===== src/hdl/websocket_frame_receiver_assert.svh =====
// Assertion macros for the WebSocket frame receiver.
`ifndef WEBSOCKET_FRAME_RECEIVER_ASSERT_SVH
`define WEBSOCKET_FRAME_RECEIVER_ASSERT_SVH
`ifndef SYNTHESIS
// Same-cycle implication, checked out of reset.
`define WSFR_ASSERT_NOW(label, ante, cons) \
  label: assert property (@(posedge clk) disable iff (!rst_n) (ante) |-> (cons)) \
    else $error("wsfr assertion failed");
// Next-cycle implication, checked out of reset.
`define WSFR_ASSERT_NEXT(label, ante, cons) \
  label: assert property (@(posedge clk) disable iff (!rst_n) (ante) |=> (cons)) \
    else $error("wsfr assertion failed");
`else
`define WSFR_ASSERT_NOW(label, ante, cons)
`define WSFR_ASSERT_NEXT(label, ante, cons)
`endif
`endif


===== src/hdl/wsfr_pkg.sv =====
// Types and codes shared by the WebSocket frame receiver.
package wsfr_pkg;

  localparam int DEF_SOCKETS = 8;
  localparam int MAX_SOCKETS = 8;   // reach of the 3-bit socket number

  localparam logic [1:0] FN_BYTE      = 2'd0;
  localparam logic [1:0] FN_HANDSHAKE = 2'd1;
  localparam logic [1:0] FN_RESET     = 2'd2;

  localparam logic [2:0] K_NONE      = 3'd0;
  localparam logic [2:0] K_PAYLOAD   = 3'd1;
  localparam logic [2:0] K_HANDSHAKE = 3'd2;
  localparam logic [2:0] K_ERROR     = 3'd3;
  localparam logic [2:0] K_CLOSE     = 3'd4;

  localparam logic [3:0] OP_CONT   = 4'd0;
  localparam logic [3:0] OP_TEXT   = 4'd1;
  localparam logic [3:0] OP_BINARY = 4'd2;
  localparam logic [3:0] OP_CLOSE  = 4'd8;
  localparam logic [3:0] OP_PING   = 4'd9;
  localparam logic [3:0] OP_PONG   = 4'd10;

  localparam logic [6:0] LEN_EXT16 = 7'd126;
  localparam logic [6:0] LEN_EXT64 = 7'd127;
  localparam logic [2:0] HDR_LAST  = 3'd5;

  typedef struct packed {
    logic [1:0] func;
    logic [2:0] socket_id;
    logic [7:0] rx_byte;
  } in_item_t;

  typedef struct packed {
    logic [2:0] kind;
    logic [2:0] out_socket;
    logic [7:0] data_byte;
    logic       last_of_frame;
  } out_item_t;

endpackage


===== src/hdl/websocket_frame_receiver.sv =====
// WebSocket receive deframer: per-socket header parse, checks and payload unmasking.
// An accepted item is registered in the input stage, and its result in the output register that drives out_valid.
// Takes one item per cycle unless out_stall holds a result; socket state is read, updated and written back per item.
// Back-to-back items on the same socket see the state written by the one before.
// Reset (rst_n low, synchronous) clears every socket to wait-for-handshake and empties both stages.
`include "websocket_frame_receiver_assert.svh"

module websocket_frame_receiver
  import wsfr_pkg::*;
#(
  parameter int SOCKETS = DEF_SOCKETS
) (
  input  logic      clk,
  input  logic      rst_n,
  input  logic      in_valid,
  output logic      in_stall,
  input  in_item_t  in_item,
  output logic      out_valid,
  input  logic      out_stall,
  output out_item_t out_item
);

  localparam int DEPTH = (SOCKETS > MAX_SOCKETS) ? MAX_SOCKETS : SOCKETS;
  localparam int IDX_W = (DEPTH > 1) ? $clog2(DEPTH) : 1;

  typedef enum logic [1:0] {
    PH_WAIT    = 2'd0,
    PH_HEADER  = 2'd1,
    PH_PAYLOAD = 2'd2,
    PH_DEAD    = 2'd3
  } phase_t;

  typedef struct packed {
    phase_t      phase;
    logic [2:0]  hcnt;
    logic [3:0]  opcode;
    logic        mask;
    logic [31:0] key;
    logic [6:0]  remaining;
    logic [1:0]  kidx;
  } sock_st_t;

  // Pipeline registers
  logic      s1_valid_r;
  in_item_t  s1_item_r;
  logic      out_valid_r;
  out_item_t out_item_r;
  sock_st_t  sock_r [DEPTH];

  logic      out_free;
  logic      s1_go;
  logic      in_range;
  logic [IDX_W-1:0] idx;
  sock_st_t  st;
  sock_st_t  st_nxt;
  out_item_t res_nxt;
  logic [1:0] ksel;
  logic [6:0] rem_dec;

  // Handshake
  assign out_free  = !out_valid_r || !out_stall;
  assign s1_go     = s1_valid_r && out_free;
  assign in_stall  = s1_valid_r && !out_free;
  assign out_valid = out_valid_r;
  assign out_item  = out_item_r;

  // Socket select
  assign in_range = (int'(s1_item_r.socket_id) < SOCKETS);
  assign idx      = IDX_W'({1'b0, s1_item_r.socket_id});
  assign st       = in_range ? sock_r[idx] : '0;

  // Per-item state update and result
  always_comb begin
    st_nxt  = st;
    res_nxt = '0;
    res_nxt.out_socket = s1_item_r.socket_id;
    ksel    = 2'(st.hcnt - 3'd2);
    rem_dec = st.remaining - 7'd1;
    if (in_range) begin
      case (s1_item_r.func)
        FN_RESET: begin
          st_nxt = '0;
        end
        FN_HANDSHAKE: begin
          if (st.phase == PH_WAIT) begin
            st_nxt.phase = PH_HEADER;
            st_nxt.hcnt  = '0;
          end
        end
        FN_BYTE: begin
          case (st.phase)
            PH_WAIT: begin
              res_nxt.kind      = K_HANDSHAKE;
              res_nxt.data_byte = s1_item_r.rx_byte;
            end
            PH_HEADER: begin
              // collect header field
              if (st.hcnt == 3'd0) begin
                st_nxt.opcode = s1_item_r.rx_byte[3:0];
              end else if (st.hcnt == 3'd1) begin
                st_nxt.mask      = s1_item_r.rx_byte[7];
                st_nxt.remaining = s1_item_r.rx_byte[6:0];
              end else begin
                st_nxt.key[ksel*8 +: 8] = s1_item_r.rx_byte;
              end
              // header complete: run checks in priority order
              if (st.hcnt >= HDR_LAST) begin
                st_nxt.hcnt = '0;
                if (!st_nxt.mask || st_nxt.remaining == LEN_EXT16
                    || st_nxt.remaining == LEN_EXT64) begin
                  st_nxt.phase = PH_DEAD;
                  res_nxt.kind = K_ERROR;
                end else if (st_nxt.opcode == OP_CONT || st_nxt.opcode == OP_TEXT
                    || st_nxt.opcode == OP_PING || st_nxt.opcode == OP_PONG) begin
                  st_nxt.phase = PH_DEAD;
                  res_nxt.kind = K_ERROR;
                end else if (st_nxt.opcode == OP_CLOSE) begin
                  st_nxt.phase = PH_DEAD;
                  res_nxt.kind = K_CLOSE;
                end else if (st_nxt.opcode == OP_BINARY && st_nxt.remaining != '0) begin
                  st_nxt.phase = PH_PAYLOAD;
                  st_nxt.kidx  = '0;
                end else begin
                  st_nxt.phase = PH_HEADER;
                end
              end else begin
                st_nxt.hcnt = st.hcnt + 3'd1;
              end
            end
            PH_PAYLOAD: begin
              // unmask with rotating key byte
              res_nxt.kind      = K_PAYLOAD;
              res_nxt.data_byte = s1_item_r.rx_byte ^ st.key[st.kidx*8 +: 8];
              st_nxt.kidx       = st.kidx + 2'd1;
              st_nxt.remaining  = rem_dec;
              if (rem_dec == '0) begin
                res_nxt.last_of_frame = 1'b1;
                st_nxt.phase          = PH_HEADER;
                st_nxt.hcnt           = '0;
              end
            end
            default: begin
              // dead socket drops bytes
            end
          endcase
        end
        default: begin
          // unused command
        end
      endcase
    end
  end

  // Input and result registers
  always_ff @(posedge clk) begin
    if (!rst_n) begin
      s1_valid_r  <= 1'b0;
      out_valid_r <= 1'b0;
    end else begin
      if (in_valid && !in_stall) begin
        s1_valid_r <= 1'b1;
      end else if (s1_go) begin
        s1_valid_r <= 1'b0;
      end
      if (s1_go) begin
        out_valid_r <= 1'b1;
      end else if (!out_stall) begin
        out_valid_r <= 1'b0;
      end
    end
    if (in_valid && !in_stall) begin
      s1_item_r <= in_item;
    end
    if (s1_go) begin
      out_item_r <= res_nxt;
    end
  end

  // Per-socket state
  always_ff @(posedge clk) begin
    for (int i = 0; i < DEPTH; i++) begin
      if (!rst_n) begin
        sock_r[i] <= '0;
      end else if (s1_go && in_range && idx == IDX_W'(i)) begin
        sock_r[i] <= st_nxt;
      end
    end
  end

  // Checks
  `WSFR_ASSERT_NEXT(a_accept_loads, in_valid && !in_stall, s1_valid_r)
  `WSFR_ASSERT_NOW(a_hcnt_bound, s1_valid_r && in_range, st.hcnt <= HDR_LAST)
  `WSFR_ASSERT_NOW(a_payload_nonzero, s1_valid_r && in_range && st.phase == PH_PAYLOAD,
                   st.remaining != '0)

endmodule


===== config.mk =====
export PLATFORM = sky130hd
export DESIGN_NAME = websocket_frame_receiver
export DESIGN_NICKNAME = d
export VERILOG_FILES = /design/src/hdl/wsfr_pkg.sv /design/src/hdl/websocket_frame_receiver.sv
export VERILOG_INCLUDE_DIRS = /design/src /design/src/hdl
export SDC_FILE = /design/constraint.sdc
export NUM_CORES = 1
export LEC_CHECK = 0
export ABC_AREA = 1
export BUFFER_PORTS_ARGS = -buffer_cell sky130_fd_sc_hd__buf_2
export CAP_MARGIN = 10
export CORE_ASPECT_RATIO = 1.1
export CORE_MARGIN = 1
export CORE_UTILIZATION = 38
export DETAILED_ROUTE_END_ITERATION = 16
export PLACE_DENSITY = 0.58
export SETUP_SLACK_MARGIN = 0.15
export SYNTH_ARGS = -nofsm -noshare
export SYNTH_HDL_FRONTEND = slang
export SYNTH_SLANG_ARGS = --single-unit

===== constraint.sdc =====
create_clock -name clk -period 7.9 [get_ports clk]
set_clock_uncertainty 0.1 [all_clocks]
set_input_delay 2.37 -clock clk [delete_from_list [all_inputs] [get_ports clk]]
set_output_delay 2.37 -clock clk [all_outputs]
set_load 0.05 [all_outputs]

==> impl_results.md, run 1 <==
- Count of final setup violators: 0
- Total negative setup slack: 0 ns
- Pre-CTS WS: between 2 and 3 ns
- Core Area: 54700 µm²
- Syn Area/Cell: between 9 and 10 µm²
- Share of Yosys cell area claimed by the top area cell type: 0.622
- Synth cell types: 50
- #FFs+latches synth: around 440
- Pin count of the biggest net entering global routing: between 150 and 200
- DRC viols: 0
- DP HPWL: roughly 34000 µm
- Worst-case vdd ir drop: 149 µV
- Post-synthesis mux area share: 0.000476
- Crit path from: out_stall
- I/O pins: 34
- Area share of fa/ha/maj cells after synthesis: 0.00773
- HP Class: flip-flop to flip-flop
- Crit Reg-Reg Endpoint: sock_r[3][32]$_SDFFCE_PN0P_
- Ys flop type: edfxtp_1
- Rel. slew slack: 0.151
- Final setup margin: between 2 and 3 ns
- Period utilization: 0.683
- Die ar.: between 50000 and 60000 µm²
- Post-CTS sizing: 0
- ANT nets after route: 0
- First-pass GRT wire length: roughly 94000 µm
- Seq/Total Area, Yosys: 0.627
- Simple-Gate Fraction of Synth Area: 0.189
- Die W: 226 µm
- DR vias: around 16000
- FF/Latch Area: roughly 13000 µm²
- Vias in the first global route: roughly 15000
- Compound-Gate Fraction of Synth Area: 0.119
- Post-layout net count: about 2200
- CP max FO: 3
- Die Ht: about 250 µm
- Worst skew pair latency: ~0.6 ns
- Post-route insts no fill: slightly below 3000
- Total gr overflow: 0
- MaxCap Viol Count: 0
- CTS buffer count: 48
- Worst Path Required: ~5.4 ns
- H-tree lvl count: 2
- Worst Path Class, Setup: input pin to output port
- Initial antenna violation count: 0
- Post-CTS Setup Inserts: 0
- Worst slew pin tran: 1.25 ns
- Gate Count Post-Synth: 2174
- Design area: 23300 µm²
- Hold path endpoint: out_item[11]$_DFFE_PP_
- Top-count cell post-synth: nor2_1
- Final Hold Viols: 0
- Cell Area, Placed: 21800 µm²
- RSZ-0062 raised after global routing: false
- DRT Wirelength: between 60000 and 70000 µm
- Startpoint Class: input pin
- Via density: approximately 5.5
- Mapped Area: around 21000 µm²
- Overall routing resource usage: 0.220
- Number of fill cells in the layout: approximately 5400
- Root Buffer: clkbuf_16
- Status: finished, final reports clean
- R2r setup slk: between 2 and 3 ns
- CP arrival: roughly 2.9 ns
- 1st-iter DRT viols: between 1500 and 2000
- Synth area leader: edfxtp_1
- Post-synth ARST share: 0
- Post-synth EDFFs: between 400 and 500
- Share of post-route cells with drive strength above 1: 0.0767
- Mapped Nets: 2204
- Clock sink count: 441
- Most frequent cells after synthesis: nor2_1 (637), edfxtp_1 (436), nand2_1 (262)
- Slew Limit Fails: 0
- Main combinational cell family by area after synthesis: simple AND/OR/NAND/NOR gates
- Diode count: 0
- Post-Place Cells: roughly 2800
- Warnings from Yosys: 0
- Overall power: between 5 and 6 mW
- Wirelength per Cell: roughly 21 µm
- Fin util: 0.426
- Reg2Reg Depth: 14
- Synth Area in XOR/XNOR: 0.00333
- Clock buffer depth: 3
- Starting density of the core: 0.384
- Pleak: 8.56 nW
- DRT Pass-1 Iters: 5
- Pwr dens: about 250 nW/µm²
- Multi-input logic area: just under 7000 µm²
- Worst Hold Depth: 0
- Area delta synth->final: 10.7%
- Final min period: 5.40 ns
- Clock slew at reported path FFs: approximately 0.05 ns
- Max Freq: 185 MHz
- Cell row count: 90
- Worst-case hold slack: 0.389 ns
- IO buf count: 33
- Ranking of synthesized cells by area: edfxtp_1 (62%), nor2_1 (11%), o21ai_0 (5.1%), nand2_1 (4.7%), inv_1 (2.2%)
- Hold path start: idx[2]$_DFFE_PP_
- Worst Setup End Kind: output port
- CTS tree: done
- Gpl congestion: 0.922
- Hold buffers post-CTS: 0
-- how the worst max path moves through the flow --
stage | to | slack (ns) | cells after the start
final | in_stall | 2.50 | 4
after global routing | in_stall | 2.47 | 4
after CTS | in_stall | 2.51 | 4
after detailed placement | in_stall | 2.51 | 4
after global placement | in_stall | 2.49 | 4
after floorplan | sock_r[4][0]$_SDFFCE_PN0P_ | 0.12 | 7
-- kinds of logic (layout without fill, tap and decap cells) --
family | count (synthesis) | after routing
adder cells (fa/ha/maj) | 13 | 13
buffers and inverters | 263 | 279
multiplexers | 1 | 1
XOR/XNOR | 8 | 8
AO/OA/AOI/OAI | 445 | 445
flip-flops | 441 | 441
AND/OR/NAND/NOR | 1003 | 1003
-- state kept, by name, indices dropped and copies added, names as in the netlist, named ones only --
signal	count
out_valid	1
idx	3
out_item	15
s1_valid_r	1
sock_r	408
s1_item_r	10
-- layer usage --
layer | track usage | up-vias | share of wire
li1 | - | 7426 | -
met1 | 0.295 | 7910 | 0.42
met2 | 0.367 | 614 | 0.48
met3 | 0.0323 | 111 | 0.070
met4 | 0.0676 | 0 | 0.027
met5 | 0 | - | 0
-- area by class of cell --
type / instances / area share
clock buffer: 66 / 0.0558
clock inverter: 23 / 0.00801
inverter: 130 / 0.0212
multi-input combinational: 1470 / 0.292
sequential: 441 / 0.567
tap: 736 / 0.0395
timing repair buffer: 60 / 0.0163
-- power by group --
group / switching [mW] / internal [mW] / total (mW)
clock: 0.937 / 1.25 / 2.18
combinational: 0.682 / 0.219 / 0.901
sequential: 0.0409 / 2.67 / 2.71
total: 1.66 / 4.14 / 5.80
-- worst max-delay path, cell delays in order --
cell and delay, ns:
buf_2 0.08, nand2_1 0.07, nor2_1 0.13, buf_2 0.28
-- cells in the final DEF, fill, tap and decap left out, types with 3 or more instances in the layout --
| cell | synthesis | routed |
|---|---|---|
| nor2_1 | 637 | 636 |
| o221ai_1 | 10 | 10 |
| buf_4 | 11 | 26 |
| nand4_1 | 11 | 11 |
| ha_1 | 13 | 13 |
| a22oi_1 | 17 | 17 |
| a22o_1 | 11 | 11 |
| inv_6 | 0 | 3 |
| a31oi_1 | 15 | 15 |
| nand2_1 | 262 | 259 |
| nand2_4 | 0 | 3 |
| nor3_1 | 6 | 6 |
| buf_2 | 38 | 33 |
| o21ai_0 | 213 | 208 |
| clkbuf_1 | 77 | 16 |
| clkinv_1 | 3 | 14 |
| o21ai_4 | 0 | 5 |
| nand3_2 | 3 | 3 |
| xor2_1 | 7 | 7 |
| bufinv_16 | 0 | 3 |
| inv_2 | 3 | 11 |
| inv_1 | 123 | 114 |
| clkbuf_16 | 0 | 49 |
| clkinv_2 | 0 | 7 |
| nand2_2 | 7 | 7 |
| o21ai_1 | 17 | 17 |
| a21oi_1 | 79 | 79 |
| nand3_1 | 67 | 67 |
| edfxtp_1 | 436 | 436 |
| o22ai_1 | 69 | 69 |
No activity file was read; power rests on OpenSTA's default activity.
==> run 2: changes to the inputs <==
- clock period: 7.9 -> 4.4 ns (I/O delays scaled with it)
==> impl_results.md, run 2 (same netlist as run 1, synthesis figures left out) <==
- Worst-case hold slack: 0.383 ns (was 0.389 ns)
- 1st-iter DRT viols: 1841 (was 1636)
- MaxCap Viol Count: 0 (unchanged)
- Starting density of the core: 0.384 (unchanged)
- Max Freq: between 200 and 300 MHz
- Total gr overflow: 0 (unchanged)
- RSZ-0062 raised after global routing: false (unchanged)
- Post-CTS Setup Inserts: 0 (unchanged)
- Via density: 5.56 (was 5.49)
- Wirelength per Cell: 21.8 µm (was 21.2 µm)
- Commonest non-fill, non-tap cells in the layout: nor2_1 (636), edfxtp_1 (436), nand2_1 (259), o21ai_0 (208), inv_1 (114) (unchanged)
- CTS buffer count: 48 (unchanged)
- Status: finished, final reports clean (unchanged)
- Root Buffer: clkbuf_16 (unchanged)
- Slew Limit Fails: 0 (unchanged)
- DP HPWL: 37000 µm (was 33500 µm)
- Period utilization: 0.865
- Die W: 226 µm (unchanged)
- Share of post-route cells with drive strength above 1: 0.0941 (was 0.0767)
- R2r setup slk: 0.59 ns (was 2.91 ns)
- DR vias: 16449 (was 16061)
- Pleak: 8.84 nW (was 8.56 nW)
- CP max FO: 21 (was 3)
- Clock sink count: 441 (unchanged)
- CP max stage delay: 0.85 ns (was 0.28 ns)
- Worst Path Required: 4.73 ns (was 5.43 ns)
- I/O pins: 34 (unchanged)
- First-pass GRT wire length: 97300 µm (was 93600 µm)
- Clock buffer depth: 3 (unchanged)
- Worst slew pin tran: 1.08 ns (was 1.25 ns)
- Largest reg by FF count: sock_r (unchanged)
- Post-layout net count: 2215 (was 2181)
- Initial antenna violation count: 0 (unchanged)
- Worst-case vdd ir drop: 257 µV (was 149 µV)
- Worst Path Class, Setup: flip-flop to flip-flop (was input pin to output port)
- Post-Place Cells: 2871 (was 2837)
- Post-route insts no fill: 2958 (was 2926)
- Die ar.: 56300 µm² (unchanged)
- Worst skew pair latency: 0.59 ns (was 0.60 ns)
- HP Class: flip-flop to flip-flop (unchanged)
- Most common cell after layout, fill and taps aside: nor2_1 (unchanged)
- Worst path top cell family by delay: compound AO/OA/AOI/OAI gates (was buffers and inverters)
- Pwr dens: 445 nW/µm² (was 249 nW/µm²)
- CP arrival: 4.14 ns (was 2.93 ns)
- CP bufs+invs: 4 (was 2)
- Die Ht: 249 µm (unchanged)
- H-tree lvl count: 2 (unchanged)
- Overall routing resource usage: 0.230 (was 0.220)
- Final Hold Viols: 0 (unchanged)
- ANT nets after route: 0 (unchanged)
- Gpl congestion: 0.929 (was 0.922)
- Area delta synth->final: 13.0% (was 10.7%)
- Post-CTS sizing: 0 (unchanged)
- Vias in the first global route: 15843 (was 15392)
- Slowest stage cell, crit path: o21ai_1 (was buf_2)
- Startpoint Class: flip-flop (was input pin)
- IO buf count: 33 (unchanged)
- Diode count: 0 (unchanged)
- CP cell instances: buf_4 -> o21ai_0 -> o22ai_1 -> inv_1 -> o21ai_0 -> inv_1 -> ha_1 -> clkinv_1 -> nor3_1 -> o21ai_1 -> a22oi_1 -> nor2_1 (was buf_2 -> nand2_1 -> nor2_1 -> buf_2)
- DRT Pass-1 Iters: 5 (unchanged)
- Cell row count: 90 (unchanged)
- Final min period: ~3.8 ns
- Core Area: 54700 µm² (unchanged)
- Worst Setup End Kind: flip-flop (was output port)
- Largest register FFs: 408 (unchanged)
- Hold buffers post-CTS: 0 (unchanged)
- DRT Wirelength: 64400 µm (was 61900 µm)
- Pin count of the biggest net entering global routing: 109 (was 169)
- DRC viols: 0 (unchanged)
- Clock slew at reported path FFs: 0.06 ns (was 0.05 ns)
- CTS tree: done (unchanged)
- Count of final setup violators: 0 (unchanged)
- Rel. slew slack: 0.275 (was 0.151)
[run 2: changes by cell type in the layout (fill, tap and decap cells not counted), sizes merged]
cell and delta:
buf +34, clkbuf -3, clkinv +1, bufinv +1, inv -1
[run 2: final timing paths]
kind                    startpoint                     endpoint  depth (start not counted)
setup / recovery         flip-flop  sock_r[2][38]$_SDFFCE_PN0P_                         12
hold / removal    idx[2]$_DFFE_PP_       out_item[11]$_DFFE_PP_                          0
setup reg to reg         flip-flop  sock_r[2][38]$_SDFFCE_PN0P_                         12
hold reg to reg   idx[2]$_DFFE_PP_       out_item[11]$_DFFE_PP_                          0
[run 2: per-layer routing]
metal  vias up  share of wire  track usage
met5         -              0            0
met4         0          0.030       0.0853
met3       133          0.074       0.0321
met2       694           0.48        0.376
met1      8106           0.41        0.308
li1       7516              -            -
[run 2: layout make-up]
type | instances | area (µm²)
Clock buffer | 63 | 1320
Clock inverter | 24 | 224
Fill cell | 5283 | 31000
Inverter | 130 | 494
Multi-Input combinational cell | 1470 | 6810
Sequential cell | 441 | 13200
Tap cell | 736 | 921
Timing Repair Buffer | 94 | 811
[run 2: where the power goes]
part | total, mW | internal [mW] | switching, mW | leakage, nW
clock | 4.00 | 2.34 | 1.66 | 0.758
sequential | 4.86 | 4.80 | 0.0661 | 4.54
combinational | 1.72 | 0.452 | 1.27 | 3.54
[run 2: stage by stage]
stage	cell area, µm²	total power [mW]	TNS (ns)	setup WS, ns	util
3_5_place_dp	22200	6.65	0	0.648	0.406
5_1_grt	23800	10.9	0	0.322	0.434
2_1_floorplan	21100	6.07	-1.15	-0.00566	-
4_1_cts	23800	10.6	0	0.651	0.434
3_3_place_gp	22200	6.62	0	0.286	0.406
6_report	23800	10.6	0	0.593	0.434
